[config.mk]
export PLATFORM = sky130hd
export DESIGN_NAME = infix_expression_evaluator
export DESIGN_NICKNAME = d
export VERILOG_FILES = /design/src/rtl/iee_pkg.sv /design/src/rtl/iee_div.sv /design/src/rtl/infix_expression_evaluator.sv
export SDC_FILE = /design/constraint.sdc
export NUM_CORES = 2
export LEC_CHECK = 0
export BUFFER_PORTS_ARGS = -buffer_cell sky130_fd_sc_hd__buf_2
export CAP_MARGIN = 20
export CORE_MARGIN = 4
export CORE_UTILIZATION = 50
export CTS_CLUSTER_DIAMETER = 120
export DETAILED_ROUTE_END_ITERATION = 10
export PLACE_DENSITY = 0.69
export SLEW_MARGIN = 15
export SYNTH_ARGS = -nofsm -noshare
export SYNTH_HDL_FRONTEND = slang
export SYNTH_SLANG_ARGS = --single-unit
export TNS_END_PERCENT = 50
[constraint.sdc]
create_clock -name clk -period 18.95 [get_ports clk]
set_clock_uncertainty 0.05 [all_clocks]
set_input_delay 3.79 -clock clk [delete_from_list [all_inputs] [get_ports clk]]
set_output_delay 3.79 -clock clk [all_outputs]
set_load 0.02 [all_outputs]
[src/rtl/iee_pkg.sv]
// Package for the infix expression evaluator.
// Holds widths, character codes, operator and state enums, and transaction structs.
// No dependencies.
package iee_pkg;

    localparam int VALUE_WIDTH = 32;
    localparam int CNT_W       = (VALUE_WIDTH > 1) ? $clog2(VALUE_WIDTH) : 1;

    localparam logic [7:0] CHAR_PLUS  = 8'h2B;
    localparam logic [7:0] CHAR_MINUS = 8'h2D;
    localparam logic [7:0] CHAR_STAR  = 8'h2A;
    localparam logic [7:0] CHAR_SLASH = 8'h2F;
    localparam logic [7:0] CHAR_ZERO  = 8'h30;
    localparam logic [7:0] CHAR_NINE  = 8'h39;
    localparam logic [3:0] RADIX      = 4'd10;

    typedef logic [VALUE_WIDTH-1:0] word_t;

    typedef enum logic [1:0] {
        OP_ADD = 2'd0,
        OP_SUB = 2'd1,
        OP_MUL = 2'd2,
        OP_DIV = 2'd3
    } op_t;

    typedef enum logic [1:0] {
        ST_IDLE   = 2'd0,
        ST_APPLY  = 2'd1,
        ST_DIVIDE = 2'd2,
        ST_FINISH = 2'd3
    } state_t;

    typedef struct packed {
        logic [7:0] char_code;
        logic       last_char;
    } item_t;

    typedef struct packed {
        logic signed [31:0] value;
        logic               divide_by_zero;
    } result_t;

    typedef struct packed {
        logic  start;
        word_t dividend;
        word_t divisor;
    } div_req_t;

    typedef struct packed {
        logic  done;
        word_t quotient;
    } div_rsp_t;

    // Sign-extend or truncate a working value to the 32-bit result field.
    function automatic logic [31:0] to_result(word_t v);
        logic signed [63:0] e;
        e = 64'(signed'(v));
        return e[31:0];
    endfunction

endpackage

[src/rtl/iee_div.sv]
// Iterative signed divider for the infix expression evaluator, one quotient bit per cycle.
// Truncates toward zero; the divisor must be nonzero.
// Depends on iee_pkg.
module iee_div (
    input  logic             clk,
    input  logic             rst_n,
    input  iee_pkg::div_req_t req,
    output iee_pkg::div_rsp_t rsp
);
    import iee_pkg::*;

    logic                   busy_reg, busy_next;
    logic                   done_reg, done_next;
    logic [CNT_W-1:0]       cnt_reg, cnt_next;
    logic [VALUE_WIDTH:0]   rem_reg, rem_next;
    word_t                  quo_reg, quo_next;
    word_t                  mb_reg, mb_next;
    logic                   neg_reg, neg_next;

    logic [VALUE_WIDTH:0]   rem_shift;
    logic [VALUE_WIDTH:0]   trial;
    logic                   sa, sb;

    always_comb
    begin
        sa        = req.dividend[VALUE_WIDTH-1];
        sb        = req.divisor[VALUE_WIDTH-1];
        rem_shift = {rem_reg[VALUE_WIDTH-1:0], quo_reg[VALUE_WIDTH-1]};
        trial     = rem_shift - {1'b0, mb_reg};

        busy_next = busy_reg;
        done_next = 1'b0;
        cnt_next  = cnt_reg;
        rem_next  = rem_reg;
        quo_next  = quo_reg;
        mb_next   = mb_reg;
        neg_next  = neg_reg;

        if (busy_reg)
        begin
            // Restoring step: keep the trial remainder when it stays nonnegative.
            if (!trial[VALUE_WIDTH])
            begin
                rem_next = trial;
                quo_next = {quo_reg[VALUE_WIDTH-2:0], 1'b1};
            end
            else
            begin
                rem_next = rem_shift;
                quo_next = {quo_reg[VALUE_WIDTH-2:0], 1'b0};
            end
            cnt_next = cnt_reg + 1'b1;
            if (cnt_reg == CNT_W'(VALUE_WIDTH - 1))
            begin
                busy_next = 1'b0;
                done_next = 1'b1;
            end
        end
        else if (req.start)
        begin
            busy_next = 1'b1;
            cnt_next  = '0;
            rem_next  = '0;
            quo_next  = sa ? word_t'(-req.dividend) : req.dividend;
            mb_next   = sb ? word_t'(-req.divisor) : req.divisor;
            neg_next  = sa ^ sb;
        end
    end

    always_ff @(posedge clk or negedge rst_n)
    begin
        if (!rst_n)
        begin
            busy_reg <= 1'b0;
            done_reg <= 1'b0;
            cnt_reg  <= '0;
        end
        else
        begin
            busy_reg <= busy_next;
            done_reg <= done_next;
            cnt_reg  <= cnt_next;
        end
    end

    always_ff @(posedge clk)
    begin
        rem_reg <= rem_next;
        quo_reg <= quo_next;
        mb_reg  <= mb_next;
        neg_reg <= neg_next;
    end

    assign rsp.done     = done_reg;
    assign rsp.quotient = neg_reg ? word_t'(-quo_reg) : quo_reg;

endmodule

[src/rtl/infix_expression_evaluator.sv]
// Top level of the infix expression evaluator: character sequencer and result register.
// Depends on iee_pkg and iee_div.
//
// Usage:
//   The item channel carries one ASCII character per transaction (char_code) and a
//   last_char flag on the final character of an expression. Digits, + - * / are
//   used; every other code is skipped and does not split a number.
//   The result channel carries one transaction per expression: the 32-bit wrapped
//   value and divide_by_zero (value is then 0).
//   Timing: a digit or skipped character is taken in ST_IDLE alone. An operator also
//   passes through ST_APPLY, and through ST_DIVIDE when it closes a division, where
//   the one-bit-per-cycle divider runs. The final character adds one more apply step
//   (plus the divider when a division is pending) and a finish step before the result
//   register loads. item_stall is high while the sequencer is busy.
//   The result sits in a register; the next expression is accepted while it waits,
//   and the finish step holds only if the old result has still not been taken.
//   Reset clears the sum, term, number, error flag and pending operator (add) and
//   drops any held result. After each result the state returns to that reset state.
module infix_expression_evaluator (
    input  logic              clk,
    input  logic              rst_n,
    input  logic              item_valid,
    output logic              item_stall,
    input  iee_pkg::item_t    item,
    output logic              result_valid,
    input  logic              result_stall,
    output iee_pkg::result_t  result
);
    import iee_pkg::*;

    state_t   state_reg, state_next;
    word_t    sum_reg, sum_next;
    word_t    term_reg, term_next;
    word_t    num_reg, num_next;
    op_t      pend_reg, pend_next;
    op_t      new_op_reg, new_op_next;
    logic     have_op_reg, have_op_next;
    logic     final_reg, final_next;
    logic     err_reg, err_next;
    logic     rvalid_reg, rvalid_next;
    result_t  result_reg, result_next;

    div_req_t div_req;
    div_rsp_t div_rsp;

    logic     accept;
    logic     is_digit;
    logic     is_op;
    logic     apply_done;
    logic     slot_free;
    op_t      char_op;
    logic [3:0] digit;
    word_t    sum_total;

    iee_div u_div (
        .clk   (clk),
        .rst_n (rst_n),
        .req   (div_req),
        .rsp   (div_rsp)
    );

    assign item_stall = (state_reg != ST_IDLE);
    assign accept     = item_valid && !item_stall;
    assign slot_free  = !rvalid_reg || !result_stall;

    always_comb
    begin
        is_digit = (item.char_code >= CHAR_ZERO) && (item.char_code <= CHAR_NINE);
        is_op    = (item.char_code == CHAR_PLUS) || (item.char_code == CHAR_MINUS)
                || (item.char_code == CHAR_STAR) || (item.char_code == CHAR_SLASH);
        digit    = 4'(item.char_code - CHAR_ZERO);
        priority if (item.char_code == CHAR_PLUS)
            char_op = OP_ADD;
        else if (item.char_code == CHAR_MINUS)
            char_op = OP_SUB;
        else if (item.char_code == CHAR_STAR)
            char_op = OP_MUL;
        else
            char_op = OP_DIV;
    end

    always_comb
    begin
        state_next   = state_reg;
        sum_next     = sum_reg;
        term_next    = term_reg;
        num_next     = num_reg;
        pend_next    = pend_reg;
        new_op_next  = new_op_reg;
        have_op_next = have_op_reg;
        final_next   = final_reg;
        err_next     = err_reg;
        rvalid_next  = rvalid_reg && result_stall;
        result_next  = result_reg;
        apply_done   = 1'b0;
        sum_total    = sum_reg + term_reg;

        div_req.start    = 1'b0;
        div_req.dividend = term_reg;
        div_req.divisor  = num_reg;

        unique case (state_reg)
            ST_IDLE:
            begin
                if (accept)
                begin
                    final_next   = item.last_char;
                    have_op_next = is_op;
                    new_op_next  = char_op;
                    if (is_digit)
                        num_next = (num_reg << 3) + (num_reg << 1) + word_t'(digit);
                    if (is_op || item.last_char)
                        state_next = ST_APPLY;
                end
            end
            ST_APPLY:
            begin
                unique case (pend_reg)
                    OP_ADD:
                    begin
                        sum_next   = sum_total;
                        term_next  = num_reg;
                        apply_done = 1'b1;
                    end
                    OP_SUB:
                    begin
                        sum_next   = sum_total;
                        term_next  = word_t'(-num_reg);
                        apply_done = 1'b1;
                    end
                    OP_MUL:
                    begin
                        term_next  = word_t'(term_reg * num_reg);
                        apply_done = 1'b1;
                    end
                    OP_DIV:
                    begin
                        if (num_reg == '0)
                        begin
                            err_next   = 1'b1;
                            term_next  = '0;
                            apply_done = 1'b1;
                        end
                        else
                        begin
                            div_req.start = 1'b1;
                            state_next    = ST_DIVIDE;
                        end
                    end
                    default:
                    begin
                        apply_done = 1'b1;
                    end
                endcase
            end
            ST_DIVIDE:
            begin
                if (div_rsp.done)
                begin
                    term_next  = div_rsp.quotient;
                    apply_done = 1'b1;
                end
            end
            ST_FINISH:
            begin
                // Hold until the previous result has left the register.
                if (slot_free)
                begin
                    rvalid_next                = 1'b1;
                    result_next.value          = err_reg ? '0 : to_result(sum_total);
                    result_next.divide_by_zero = err_reg;
                    sum_next                   = '0;
                    term_next                  = '0;
                    num_next                   = '0;
                    pend_next                  = OP_ADD;
                    err_next                   = 1'b0;
                    final_next                 = 1'b0;
                    state_next                 = ST_IDLE;
                end
            end
            default:
            begin
                state_next = ST_IDLE;
            end
        endcase

        // After an operand is folded in: advance the operator or finish.
        if (apply_done)
        begin
            num_next = '0;
            if (have_op_reg)
            begin
                pend_next    = new_op_reg;
                have_op_next = 1'b0;
                state_next   = final_reg ? ST_APPLY : ST_IDLE;
            end
            else
            begin
                state_next = ST_FINISH;
            end
        end
    end

    always_ff @(posedge clk or negedge rst_n)
    begin
        if (!rst_n)
        begin
            state_reg   <= ST_IDLE;
            sum_reg     <= '0;
            term_reg    <= '0;
            num_reg     <= '0;
            pend_reg    <= OP_ADD;
            new_op_reg  <= OP_ADD;
            have_op_reg <= 1'b0;
            final_reg   <= 1'b0;
            err_reg     <= 1'b0;
            rvalid_reg  <= 1'b0;
        end
        else
        begin
            state_reg   <= state_next;
            sum_reg     <= sum_next;
            term_reg    <= term_next;
            num_reg     <= num_next;
            pend_reg    <= pend_next;
            new_op_reg  <= new_op_next;
            have_op_reg <= have_op_next;
            final_reg   <= final_next;
            err_reg     <= err_next;
            rvalid_reg  <= rvalid_next;
        end
    end

    always_ff @(posedge clk)
    begin
        result_reg <= result_next;
    end

    assign result_valid = rvalid_reg;
    assign result       = result_reg;

endmodule

==> results.sh <==
export IMPL_final_layout_size_suffix_gt1_share_pct=5.40
export IMPL_gr_usage_met2_pct=42.6
export IMPL_use_met1_pct=35.9
export IMPL_final_cell_mix="nand2_1, inv_1, fa_1"
export IMPL_totalWireLength_um=91100
export IMPL_drtIter0Drc=2038
export IMPL_fin_crit_sh_pct=42.0
export IMPL_detail_route_antenna_nets=0
export IMPL_cp_required_ns=19.36
export IMPL_grt_overflow=0
export IMPL_ys_warnings_count=0
export IMPL_hpwl_um=67400
export IMPL_post_cts_resized=0
export IMPL_core_area_um2=64800
export IMPL_ys_flop_type="edfxtp_1"
export IMPL_syn_inst=3627
export IMPL_seq_area_frac_synth_pct=20.4
export IMPL_final_common_cell="nand2_1"
export IMPL_worst_slew_pin_transition_ns=1.15
export IMPL_clkSlewWorstSetupHoldPaths_ns=0.07
export IMPL_slowest_delay_ns=0.67
export IMPL_path_class="reg2reg"
export IMPL_detail_route_wl_per_cell_um=20.6
export IMPL_cp_endpoint="term_reg[28]"
export IMPL_die_h_um=265
export IMPL_fmax_mhz=126
export IMPL_critPathSlowestCell="dfrtp_1"
export IMPL_p_leak_uw=0.0164
export IMPL_gr_usage_all_layers_pct=26.0
export IMPL_die_area_um2=70100
export IMPL_critPathMaxFanout=22
export IMPL_synthArstFlopShare_pct=46.5
export IMPL_worstHoldPathType="reg2reg"
export IMPL_fin_nets=4229
export IMPL_avgSynthCellArea_um2=9.08
export IMPL_peakVddDrop_mv=0.113
export IMPL_clk_latency_ns=0.60
export IMPL_max_slew_margin_rel_pct=23.2
export IMPL_dr_pass1_iters=5
export IMPL_cts_made_buffers=28
export IMPL_start_kind="register"
export IMPL_vias=25588
export IMPL_clk_path_buf_depth=3
export IMPL_r2r_start="num_reg[3]"
export IMPL_busiest_layer="met2"
export IMPL_drv_cap=0
export IMPL_antenna_found_initial=0
export IMPL_crit_path_end_kind="register"
export IMPL_cts_root_buffer="clkbuf_16"
export IMPL_numPortBuffers=47
export IMPL_vias_per_cell=5.78
export IMPL_fin_cells=4428
export IMPL_n_fill_cell=5909
export IMPL_clock_sinks=243
export IMPL_syn_area_um2=32900
export IMPL_place_inst=4376
export IMPL_cts_hold_buf=0
export IMPL_cp_arrival_ns=8.36
export IMPL_report_final_hold_viol_count=0
export IMPL_synth_nets=4305
export IMPL_rsz0062_at_grt="no"
export IMPL_synth_seq_cells=243
export IMPL_die_w_um=265
export IMPL_maxSlewViolCount=0
export IMPL_diodes=0
export IMPL_timing_rr_end="term_reg[28]"
export IMPL_grt_pass1_vias=25847
export IMPL_ioPinCount=48
export IMPL_grt_pass1_wl_um=145000
export IMPL_post_cts_buffers=0
export IMPL_ff2ff_setup_slack_ns=10.99
export IMPL_p_per_area_nw_per_um2=128
export IMPL_setup_violations=0
export IMPL_syn_to_final_growth_pct=5.77
export IMPL_tns_ns=0
export IMPL_reg2reg_depth=25
export IMPL_num_rows=93
export IMPL_route_detailed_drc=0
export IMPL_crit_top_cell="fa_1"
export IMPL_largest_reg_flops=33
export IMPL_place_congestion=0.938
export IMPL_start_util_pct=50.8
export IMPL_setup_worst_path_start="num_reg[3]"
export IMPL_post_route_min_period_ns=7.96
export IMPL_synth_edf_count=130
export IMPL_use_met3_pct=3.65
export IMPL_yosysUniqueCellTypes=84
export IMPL_status="completed"
export IMPL_cts_tree="yes"
export IMPL_whs_ns=0.434
export IMPL_h_tree_depth=1
export IMPL_grt_max_degree=75
==> cells by family (layout without fill, tap and decap cells) <==
kind of cell / count (synthesis) / after routing / share of synthesized area, %
flops: 243 / 243 / 20.4
fa+ha+maj: 665 / 665 / 34.6
buf+inv: 670 / 616 / 7.71
simple gates: 1148 / 1148 / 17.3
xor+xnor: 281 / 281 / 7.47
mux: 33 / 33 / 1.01
compound gates: 587 / 587 / 11.4
==> per-layer routing <==
metal  vias to the layer above  routed length (µm)  share of wire [%]
li1                      11624                   -                  -
met3                       220                6470                7.1
met5                         -                   0                  0
met1                     12775               38100                 42
met2                       969               43000                 47
met4                         0                3540                3.9
==> worst min-delay path by stage <==
stage	start	endpoint	depth (start not counted)
6_report	num_reg[14]	num_reg[14]	2
3_3_place_gp	num_reg[14]	num_reg[14]	2
5_1_grt	num_reg[14]	num_reg[14]	2
4_1_cts	num_reg[14]	num_reg[14]	2
2_1_floorplan	err_reg	result[0]	0
3_5_place_dp	num_reg[14]	num_reg[14]	2
==> where the power goes <==
part / internal, µW / switching [µW]
Combinational: 1030 / 1780
Clock: 314 / 250
Sequential: 824 / 274
==> critical path, delay by kind of cell, from the launching register on <==
| kind | cells | cell delay, ns |
|---|---|---|
| adder cells (fa/ha/maj) | 9 | 4.26 |
| AO/OA/AOI/OAI | 6 | 1.28 |
| AND/OR/NAND/NOR | 4 | 0.83 |
| flip-flops | 1 | 0.67 |
| buffers and inverters | 5 | 0.60 |
| XOR/XNOR | 1 | 0.13 |
==> cells in the mapped netlist, drive strengths merged, types with 4 or more instances <==
library cell  instances  area (µm²)
a2111oi               6        52.6
a211oi               10        75.1
a21o                 43         323
a21oi               110         554
a221oi                6        52.6
a22o                 12         105
a22oi                20         150
a31o                  7        61.3
a31oi                13        81.3
a41oi                 4        35.0
and2                312        1950
and3                  8        50.1
buf                  27         126
clkbuf              185         694
dfrtp               113        2830
edfxtp              130        3900
fa                  412        8250
ha                  253        3170
inv                 457        1720
mux2i                32         320
nand2               479        1800
nand2b               22         138
nand3                32         165
nand3b                6        45.0
nand4                 9        62.6
nand4b                5        43.8
nor2                136         510
nor2b                29         181
nor3                 35         213
nor4                  9        56.3
o2111ai               6        52.6
o211ai                8        60.1
o21a                 23         173
o21ai               193         973
o21bai               14         105
o22ai                20         125
o31ai                42         325
o41ai                13         114
or2                  10        62.6
or3                  33         226
or4                  12        97.6
xnor2               166        1450
xor2                115        1010
==> per-stage QoR <==
stage | setup slack, ns | area, µm² | power [µW] | util (%)
3_5_place_dp | 10.98 | 33900 | 3860 | 52.3
6_report | 10.99 | 34800 | 4470 | 53.8
3_3_place_gp | 11.23 | 33900 | 3820 | 52.3
2_1_floorplan | 11.71 | 32900 | 3010 | -
4_1_cts | 10.97 | 34800 | 4440 | 53.8
5_1_grt | 10.56 | 34800 | 4810 | 53.8
==> layout make-up <==
cell class / instances / area (µm²) / area share, %
multi-input combinational: 2714 / 23700 / 68.1
sequential: 243 / 6730 / 19.3
inverter: 458 / 1720 / 4.93
tap: 855 / 1070 / 3.07
clock buffer: 32 / 716 / 2.05
timing repair buffer: 106 / 681 / 1.95
clock inverter: 20 / 208 / 0.596
(Power assumes the default switching activity.)
